===== config.mk =====
export PLATFORM = sky130hd
export DESIGN_NAME = center_spiral_scan_generator_top
export DESIGN_NICKNAME = d
export VERILOG_FILES = /design/src/hdl/csg_pkg.sv /design/src/hdl/center_spiral_scan_generator_top.sv /design/src/hdl/csg_cfg.sv /design/src/hdl/csg_walk.sv
export SDC_FILE = /design/constraint.sdc
export NUM_CORES = 1
export LEC_CHECK = 0
export ABC_AREA = 1
export BUFFER_PORTS_ARGS = -buffer_cell sky130_fd_sc_hd__buf_2
export CAP_MARGIN = 25
export CORE_ASPECT_RATIO = 1.4
export CORE_UTILIZATION = 40
export DETAILED_ROUTE_END_ITERATION = 8
export RECOVER_POWER = 25
export SLEW_MARGIN = 20
export SYNTH_ARGS = -nofsm -noshare
export SYNTH_HDL_FRONTEND = slang
export SYNTH_HIERARCHICAL = 1
export SYNTH_SLANG_ARGS = --single-unit

===== constraint.sdc =====
create_clock -name clk -period 6.27 [get_ports clk]
set_input_delay 0.627 -clock clk [delete_from_list [all_inputs] [get_ports clk]]
set_output_delay 0.627 -clock clk [all_outputs]
set_load 0.01 [all_outputs]

===== src/hdl/csg_pkg.sv =====
// shared types and constants for the centre spiral scan generator
package csg_pkg;

	localparam int GRID_W  = 9;
	localparam int COORD_W = 8;
	localparam int VALUE_W = 16;

	localparam logic [GRID_W-1:0] GRID_SIDE_RST = 9'd4;

	typedef enum logic [1:0] {
		HEAD_RIGHT,
		HEAD_DOWN,
		HEAD_LEFT,
		HEAD_UP
	} csg_heading_t;

	typedef struct packed {
		logic [COORD_W-1:0] row;
		logic [COORD_W-1:0] col;
		logic [VALUE_W-1:0] order_value;
		logic               last;
	} csg_result_t;

endpackage


===== src/hdl/center_spiral_scan_generator_top.sv =====
// top level of the centre spiral scan generator
//
// usage
//   - input channel in_valid / in_ready carries one request with field restart:
//     restart = 1 puts the walk on the centre cell and reports it with value 0,
//     restart = 0 moves one step round the square spiral (right, down, left, up,
//     leg lengths 1,1,2,2,3,3 ...)
//   - output channel out_valid / out_ready carries row, col, order_value, last;
//     a step that lands outside the grid, an advance before the first restart and
//     any advance after the last cell give no output
//   - cfg_wr_en / cfg_wr_data write the grid side; zero acts as one and values
//     above MAX_SIDE are clamped; write only while the block is idle
//   - a request accepted on the input channel passes the input stage, then the
//     result register, before out_valid rises and the result can be taken
//   - one request per cycle sustained while out_ready stays high: the walk state
//     is registered on each step, so the spiral position feeds straight back into the next request
//   - a stalled receiver holds the result register; one more request may sit in
//     the input stage, after which in_ready drops until out_ready returns
//   - reset clears both stages, leaves the walk not started and sets side 4
module center_spiral_scan_generator_top
	import csg_pkg::*;
#(
	parameter int MAX_SIDE = 256
) (
	input  logic               clk,
	input  logic               arst_n,
	input  logic               cfg_wr_en,
	input  logic [GRID_W-1:0]  cfg_wr_data,
	input  logic               in_valid,
	output logic               in_ready,
	input  logic               restart,
	output logic               out_valid,
	input  logic               out_ready,
	output logic [COORD_W-1:0] row,
	output logic [COORD_W-1:0] col,
	output logic [VALUE_W-1:0] order_value,
	output logic               last
);

	localparam int SW = $clog2(MAX_SIDE + 1);
	localparam int CW = $clog2(MAX_SIDE * MAX_SIDE + 1);

	logic [SW-1:0] side;
	logic [CW-1:0] total;

	// input stage
	logic valid_s1;
	logic restart_s1;
	logic advance;

	// walker result and output register
	logic        emit;
	csg_result_t result;
	logic        out_valid_q;
	csg_result_t out_q;

	csg_cfg #(
		.MAX_SIDE(MAX_SIDE),
		.SW      (SW),
		.CW      (CW)
	) u_cfg (
		.clk    (clk),
		.arst_n (arst_n),
		.wr_en  (cfg_wr_en),
		.wr_data(cfg_wr_data),
		.side   (side),
		.total  (total)
	);

	// the staged request is processed once the result register can take it
	assign advance  = valid_s1 && (!out_valid_q || out_ready);
	assign in_ready = !valid_s1 || advance;

	always_ff @(posedge clk or negedge arst_n) begin
		if (!arst_n) begin
			valid_s1 <= 1'b0;
		end else if (in_ready) begin
			valid_s1 <= in_valid;
		end
	end

	always_ff @(posedge clk) begin
		if (in_valid && in_ready) begin
			restart_s1 <= restart;
		end
	end

	csg_walk #(
		.MAX_SIDE(MAX_SIDE),
		.SW      (SW),
		.CW      (CW)
	) u_walk (
		.clk    (clk),
		.arst_n (arst_n),
		.step   (advance),
		.restart(restart_s1),
		.side   (side),
		.total  (total),
		.emit   (emit),
		.result (result)
	);

	// result register, refilled in the same cycle it is drained
	always_ff @(posedge clk or negedge arst_n) begin
		if (!arst_n) begin
			out_valid_q <= 1'b0;
		end else if (advance) begin
			out_valid_q <= emit;
		end else if (out_ready) begin
			out_valid_q <= 1'b0;
		end
	end

	always_ff @(posedge clk) begin
		if (advance && emit) begin
			out_q <= result;
		end
	end

	assign out_valid   = out_valid_q;
	assign row         = out_q.row;
	assign col         = out_q.col;
	assign order_value = out_q.order_value;
	assign last        = out_q.last;

	// the input stage holds its request while the result register is blocked
	a_stage_hold: assert property (@(posedge clk) disable iff (!arst_n)
		valid_s1 && !advance |=> valid_s1 && $stable(restart_s1))
		else $error("input stage lost a waiting request");

	// back-pressure only comes from a stalled, full result register
	a_ready_cause: assert property (@(posedge clk) disable iff (!arst_n)
		!in_ready |-> out_valid_q && !out_ready)
		else $error("in_ready low without a stalled result");

	// a processed restart always shows up as the centre cell with value zero
	a_restart_out: assert property (@(posedge clk) disable iff (!arst_n)
		advance && restart_s1 |=> out_valid && order_value == '0)
		else $error("restart did not produce the centre cell");

endmodule


===== src/hdl/csg_cfg.sv =====
// grid side register with clamped side and cell total
module csg_cfg
	import csg_pkg::*;
#(
	parameter int MAX_SIDE = 256,
	parameter int SW = $clog2(MAX_SIDE + 1),
	parameter int CW = $clog2(MAX_SIDE * MAX_SIDE + 1)
) (
	input  logic              clk,
	input  logic              arst_n,
	input  logic              wr_en,
	input  logic [GRID_W-1:0] wr_data,
	output logic [SW-1:0]     side,
	output logic [CW-1:0]     total
);

	localparam int RST_SIDE = (int'(GRID_SIDE_RST) > MAX_SIDE) ? MAX_SIDE
		: int'(GRID_SIDE_RST);

	logic [SW-1:0] side_d;
	logic [CW-1:0] total_d;
	logic [SW-1:0] side_q;
	logic [CW-1:0] total_q;

	// zero acts as one, anything above the largest side is clamped
	always_comb begin
		priority if (wr_data == '0) begin
			side_d = SW'(1);
		end else if (32'(wr_data) > MAX_SIDE) begin
			side_d = SW'(MAX_SIDE);
		end else begin
			side_d = SW'(wr_data);
		end
		// widen before squaring so the full side squared fits
		total_d = CW'(side_d) * CW'(side_d);
	end

	always_ff @(posedge clk or negedge arst_n) begin
		if (!arst_n) begin
			side_q  <= SW'(RST_SIDE);
			total_q <= CW'(RST_SIDE * RST_SIDE);
		end else if (wr_en) begin
			side_q  <= side_d;
			total_q <= total_d;
		end
	end

	assign side  = side_q;
	assign total = total_q;

endmodule


===== src/hdl/csg_walk.sv =====
// spiral walk state, one step per request, result formatting
module csg_walk
	import csg_pkg::*;
#(
	parameter int MAX_SIDE = 256,
	parameter int SW = $clog2(MAX_SIDE + 1),
	parameter int CW = $clog2(MAX_SIDE * MAX_SIDE + 1)
) (
	input  logic          clk,
	input  logic          arst_n,
	input  logic          step,
	input  logic          restart,
	input  logic [SW-1:0] side,
	input  logic [CW-1:0] total,
	output logic          emit,
	output csg_result_t   result
);

	localparam int PW = SW + 2;
	localparam int LW = SW + 1;

	logic signed [PW-1:0] row_q, col_q;
	csg_heading_t         heading_q;
	logic [LW-1:0]        leg_len_q, leg_prog_q;
	logic                 second_leg_q;
	logic [CW-1:0]        cells_q;

	logic signed [PW-1:0] centre;
	logic signed [PW-1:0] row_nx, col_nx;
	logic signed [PW-1:0] side_s;
	logic [LW-1:0]        prog_inc;
	logic                 leg_done;
	csg_heading_t         heading_nx;
	logic                 active;
	logic                 in_grid;

	always_comb begin
		centre = PW'(side >> 1) - (side[0] ? PW'(0) : PW'(1));
		side_s = $signed({2'b00, side});
		active = (cells_q != '0) && (cells_q < total);

		row_nx = row_q;
		col_nx = col_q;
		unique case (heading_q)
			HEAD_RIGHT: begin
				col_nx     = col_q + PW'(1);
				heading_nx = HEAD_DOWN;
			end
			HEAD_DOWN: begin
				row_nx     = row_q + PW'(1);
				heading_nx = HEAD_LEFT;
			end
			HEAD_LEFT: begin
				col_nx     = col_q - PW'(1);
				heading_nx = HEAD_UP;
			end
			HEAD_UP: begin
				row_nx     = row_q - PW'(1);
				heading_nx = HEAD_RIGHT;
			end
			default: begin
				heading_nx = HEAD_RIGHT;
			end
		endcase

		prog_inc = leg_prog_q + LW'(1);
		leg_done = (prog_inc >= leg_len_q);
		in_grid  = (row_nx >= 0) && (row_nx < side_s) && (col_nx >= 0) && (col_nx < side_s);
	end

	always_comb begin
		if (restart) begin
			emit               = step;
			result.row         = COORD_W'(centre);
			result.col         = COORD_W'(centre);
			result.order_value = '0;
			result.last        = (total == CW'(1));
		end else begin
			emit               = step && active && in_grid;
			result.row         = COORD_W'(row_nx);
			result.col         = COORD_W'(col_nx);
			result.order_value = VALUE_W'(cells_q);
			result.last        = ({1'b0, cells_q} + (CW+1)'(1)) == {1'b0, total};
		end
	end

	always_ff @(posedge clk or negedge arst_n) begin
		if (!arst_n) begin
			row_q        <= '0;
			col_q        <= '0;
			heading_q    <= HEAD_RIGHT;
			leg_len_q    <= LW'(1);
			leg_prog_q   <= '0;
			second_leg_q <= 1'b0;
			cells_q      <= '0;
		end else if (step) begin
			if (restart) begin
				row_q        <= centre;
				col_q        <= centre;
				heading_q    <= HEAD_RIGHT;
				leg_len_q    <= LW'(1);
				leg_prog_q   <= '0;
				second_leg_q <= 1'b0;
				cells_q      <= CW'(1);
			end else if (active) begin
				row_q <= row_nx;
				col_q <= col_nx;
				if (leg_done) begin
					leg_prog_q   <= '0;
					heading_q    <= heading_nx;
					second_leg_q <= !second_leg_q;
					if (second_leg_q) begin
						leg_len_q <= leg_len_q + LW'(1);
					end
				end else begin
					leg_prog_q <= prog_inc;
				end
				if (in_grid) begin
					cells_q <= cells_q + CW'(1);
				end
			end
		end
	end

	// nothing is ever emitted beyond the final cell of the grid
	a_count_bound: assert property (@(posedge clk) disable iff (!arst_n)
		emit && !restart |-> cells_q < total)
		else $error("walk emitted a cell past the end of the grid");

	// a legal move never leaves the leg counter at or beyond the leg length
	a_leg_progress: assert property (@(posedge clk) disable iff (!arst_n)
		leg_prog_q < leg_len_q)
		else $error("leg progress ran past the leg length");

endmodule

# Yosys cells after proc, flatten, opt, wreduce, memory -nomap -nowiden
# Cells that the tools add are included.
# word_totals
reg_bits	124
word_cells	94
# classes
addsub	9
n_lt_le_gt_ge	7
multipliers	1
eq_ne	5
muxes	30
n_reduce_logical	26
# ops
op	count
$mux W10	7
$mux W17	3
$mux W11	4
$pmux W11 S2	2
$mux W33	1
$add A11 B2 Y11 const B	2
$ge A11 B1 Y1 const B	2
$lt A11 B10 Y1	2
$sub A11 B2 Y11 const B	2
$add A10 B1 Y10 const B	2
$add A17 B1 Y18 const B	1
$eq A18 B17 Y1	1
$mux W9	2
$add A17 B1 Y17 const B	1
$eq A17 B1 Y1 const B	1
$lt A17 B17 Y1	1
$mul A9 B9 Y17	1
$reduce_bool A17 Y1	1
$sub A8 B11 Y11	1
$ge A10 B10 Y1	1
$reduce_bool A2 Y1	5
$gt A9 B9 Y1 const B	1
$logic_and A1 B1 Y1	9
$logic_not A9 Y1	1
other kinds (11)	24

# Longest topological paths before layout
# depth
word_depth	9
depth_mapped	31
mapped_depth_nobuf	29

# Cells and area by module
# Netlist, hierarchy kept.
# by_module_without_submodules
module	seq_area_each_um2	cells_each	area_per_inst_um2	instances
csg_walk	1552.7	981	6232.2	1
csg_cfg	603.1	416	3090.5	1
center_spiral_scan_generator_top	1071.0	49	1127.3	1

# Worst setup path before layout
# OpenSTA, ideal clock, no wires.
# synth_timing
path_kind	flip-flop to flip-flop
start	reg u_walk.heading_q[0]
end	reg out_q, in the netlist col[0], enable pin
path_buffers	1
required_time_ns	5.847
setup_ns	0.423
arrival_ns	4.912
setup_slack_ns	0.935
stages_incl_launch_ff	23
cell_sequence	dfrtp_1 -> inv_1 -> ha_1 -> ha_1 -> a21oi_1 -> o21ai_0 -> a21oi_1 -> nor2_1 -> nor2_1 -> xor2_1 -> a21boi_0 -> ha_1 -> or2_2 -> a221oi_1 -> nand3_1 -> nor2_2 -> nand3_2 -> nand2_4 -> nand2_4 -> buf_6 -> inv_1 -> inv_1 -> nor2_1
# synth_between
elab_chain_cells	9
# synth_lines
item	line_no	rtl
from (decl)	csg_walk.sv:23	csg_heading_t heading_q;
from (signal assigned)	csg_walk.sv:110	heading_q <= heading_nx;
$eq A2 B2 Y1 / $eq A2 B1 Y1 (equally long branches)	csg_walk.sv:44	unique case (heading_q)
$pmux W11 S2	csg_walk.sv:44	
$ge A11 B1 Y1 / $lt A11 B10 Y1 (equally long branches)	csg_walk.sv:68	in_grid = (row_nx >= 0) && (row_nx < side_s) && (col_nx >= 0) && (col_nx < side_s);
$logic_and A1 B1 Y1 (2 in a row)	csg_walk.sv:68	
$logic_and A1 B1 Y1 (*)	csg_walk.sv:68	
$logic_and A1 B1 Y1 (*)	csg_walk.sv:79	emit = step && active && in_grid;
$mux W1 (*)	csg_walk.sv:72	if (restart) begin
named net emit	center_spiral_scan_generator_top.sv:52	logic emit;
$logic_and A1 B1 Y1 (*)	center_spiral_scan_generator_top.sv:115	if (advance && emit) begin
to (signal assigned)	center_spiral_scan_generator_top.sv:116	out_q <= result;
to (decl)	center_spiral_scan_generator_top.sv:55	csg_result_t out_q;
# The timed path passes the listed nets; every way through them passes the cells marked *.
# A chain may end at the register's enable or synchronous reset.

# Worst setup path in the final report
# layout_timing
start	reg u_walk.heading_q[0]
end	reg out_q, in the netlist order_value[9], enable pin
# Same word-level chain as after synthesis.

==> metrics <==
fin crit share 0.842; Die ar. around 27000 sq um; Worst setup endpoint order_value[9]$_DFFE_PP_; Mapped Cells 1446; final hold violations 0; Cell Pwr Density 377 nW/um^2; share of layout cells above drive strength 1 0.0788; Setup WS pre-CTS 1.01 ns; Post-Route Skew 0.0100 ns; status complete, but fails checks; drt first pass iters 8; hold slack 0.371 ns; FP Rows 69; Top Ports 50; CTS Buf Count 17; critical path peak fanout 33; fin util 0.453; Critical Path RT 6.32 ns; Max-Slew Margin vs Limit -0.795; final std cells w/o fill roughly 1800; total gr overflow 0; CP Class register to register; Worst IR Drop VDD ~0.00021 V; die extent in y 193 microns; vias in the first global route 9016; DR vias/cell 5.04; cells on worst reg2reg path 26; CP Launch Type register; DRT antenna net count 0; Placed Instances ~1800; Initial Utilization 0.409; CTS tree yes; Worst path max stage delay between 0.7 and 0.8 ns; hold buffers post-CTS 0; Max Clock Freq between 0.15 and 0.2 GHz; CTS resizes 0; Hold Crit Class input pin to register; first-pass GRT wire length 44400 microns; post-synthesis instance area 10500 sq um; min Tclk post-route 5.28 ns; multi-input logic area 6110 sq um; max-cap viol count 3; Final Power roughly 4.4 mW; Post-synth ARST share 0.721; yosys warns 6; reg-to-reg endpoint order_value[9]$_DFFE_PP_; register area 3230 sq um; Post-Route WL between 20000 and 30000 microns; P_leak 6.15 nW; mean post-synth cell area 7.23 sq um; dpl cell area 11000 sq um; RSZ-0062 raised after global routing false; H-tree depth 4; post-synthesis sequential area ratio 0.309; cell depth of the worst setup path 26; Post-synth EDFFs 34; setup ws final 0.988 ns; Arrival @ worst endpoint 5.33 ns; Layout area overhead 10.7%; CTS clk-pin slew, worst paths 0.06 ns; Slowest-stage cell, CP nor2_4; Core Area 25600 sq um; Pins Over Slew Limit between 100 and 150; final setup vio count 0; Max Root-Sink Buffers 2; pin count of the biggest net entering global routing 61; via count 9219; Worst setup EP type register; Seq cells post-synth 122; Reg-to-Reg Start u_walk/heading_q[0]$_DFFE_PN0P_; initial antenna violation count 0; CTS Sinks 122; measured slew at the worst slew-check pin 2.69 ns; cell family with most CP delay simple AND/OR/NAND/NOR gates; clk_lat worst skew between 0.4 and 0.5 ns; Ant. Diodes 0; R2R Setup Slk 0.99 ns; WL/cell 14.5 microns; Port Buffers 49; Die W 139 microns; number of fill cells 2622; Bufs and invs on worst path 5; GRT Overall Usage 0.209; final instance area between 10000 and 15000 sq um; # DRC 3; Worst Setup SP u_walk/heading_q[0]$_DFFE_PN0P_; # nets final 1642; top_reg_cell synth dfrtp_1; post-route setup TNS 0 ns; hpwl dp about 20000 microns; Distinct cells, synth 52; Post CTS Setup Buffer Count 0; Initial DRC Count 673; Root Driver clkbuf_16; failing checks design-rule violations, max-capacitance violations, max-slew violations; placer congestion estimate approximately 0.87
==> per-layer routing <==
layer  GRT usage  share of wire
met1       0.239           0.41
met2       0.392           0.53
met3      0.0317          0.039
met4      0.0699          0.020
met5           0              0
==> power by group <==
part	leakage [nW]	switching (mW)	internal, mW
clock	0.285	0.386	0.579
sequential	1.45	0.169	1.01
combinational	4.41	1.43	0.789
total	6.15	1.98	2.38
==> synthesized netlist by cell type (all sizes together) (5+ instances only) <==
cell	n	area share
inv	261	0.094
nand3	100	0.049
clkbuf	17	0.0061
nor4	5	0.0030
ha	93	0.11
nor3	20	0.0096
nor2	141	0.052
nand4	20	0.014
o22ai	7	0.0042
fa	36	0.069
dfrtp	85	0.20
buf	13	0.0090
a31oi	9	0.0054
xor2	29	0.025
nand2	410	0.15
edfxtp	34	0.098
o21ai	82	0.041
xnor2	9	0.0075
or2	8	0.0048
a21oi	42	0.020
==> layout make-up <==
class                      count  area share
sequential                   122       0.279
timing repair buffer          54      0.0232
inverter                     263      0.0854
tap                          319      0.0345
multi-input combinational   1040       0.528
clock buffer                  19      0.0401
clock inverter                13     0.00995
==> registers in the layout (all words and copies together) (netlist names), 8 cells and up <==
| signal | flops |
|---|---|
| u_walk/cells_q | 17 |
| order_value | 16 |
| u_cfg/total | 15 |
| u_walk/col_q | 11 |
| u_walk/row_q | 11 |
| u_walk/leg_len_q | 10 |
| u_walk/leg_prog_q | 10 |
| u_cfg/side | 9 |
| col | 8 |
| row | 8 |
==> cells by family after synthesis <==
| group | after synthesis | share of synthesized area |
|---|---|---|
| AO/OA/AOI/OAI | 154 | 0.0821 |
| XOR/XNOR | 38 | 0.0326 |
| adder cells (fa/ha/maj) | 129 | 0.180 |
| buffers and inverters | 293 | 0.110 |
| flip-flops | 122 | 0.309 |
| other | 2 | 0.000719 |
| AND/OR/NAND/NOR | 708 | 0.286 |
==> layout by cell type (no fill, tap or decap), drive strengths merged <==
| cell type | n |
|---|---|
| a21boi | 1 |
| a21o | 2 |
| a21oi | 42 |
| a221oi | 1 |
| a22oi | 3 |
| a311oi | 1 |
| a31oi | 9 |
| buf | 49 |
| bufinv | 1 |
| clkbuf | 24 |
| clkinv | 9 |
| clkinvlp | 2 |
| conb | 11 |
| dfrtp | 85 |
| dfstp | 3 |
| edfxtp | 34 |
| fa | 36 |
| ha | 93 |
| inv | 264 |
| nand2 | 410 |
| nand3 | 100 |
| nand3b | 3 |
| nand4 | 20 |
| nor2 | 141 |
| nor3 | 20 |
| nor3b | 1 |
| nor4 | 5 |
| o211ai | 2 |
| o21a | 2 |
| o21ai | 82 |
| o21bai | 1 |
| o22ai | 7 |
| o31a | 1 |
| or2 | 8 |
| xnor2 | 9 |
| xor2 | 29 |
==> how the worst min path moves through the flow <==
stage	from	endpoint	slack, ns	depth (start not counted)
5_1_grt	restart	restart_s1$_DFFE_PP_	0.36	1
2_1_floorplan	arst_n	out_valid$_DFFE_PN0P_	0.33	0
3_3_place_gp	u_cfg/total[2]$_DFFE_PN0P_	u_cfg/total[2]$_DFFE_PN0P_	0.46	2
4_1_cts	arst_n	u_walk/row_q[3]$_DFFE_PN0P_	0.20	1
3_5_place_dp	u_cfg/total[2]$_DFFE_PN0P_	u_cfg/total[2]$_DFFE_PN0P_	0.47	2
6_report	restart	restart_s1$_DFFE_PP_	0.37	1
Power figures use the tool's default switching activity.
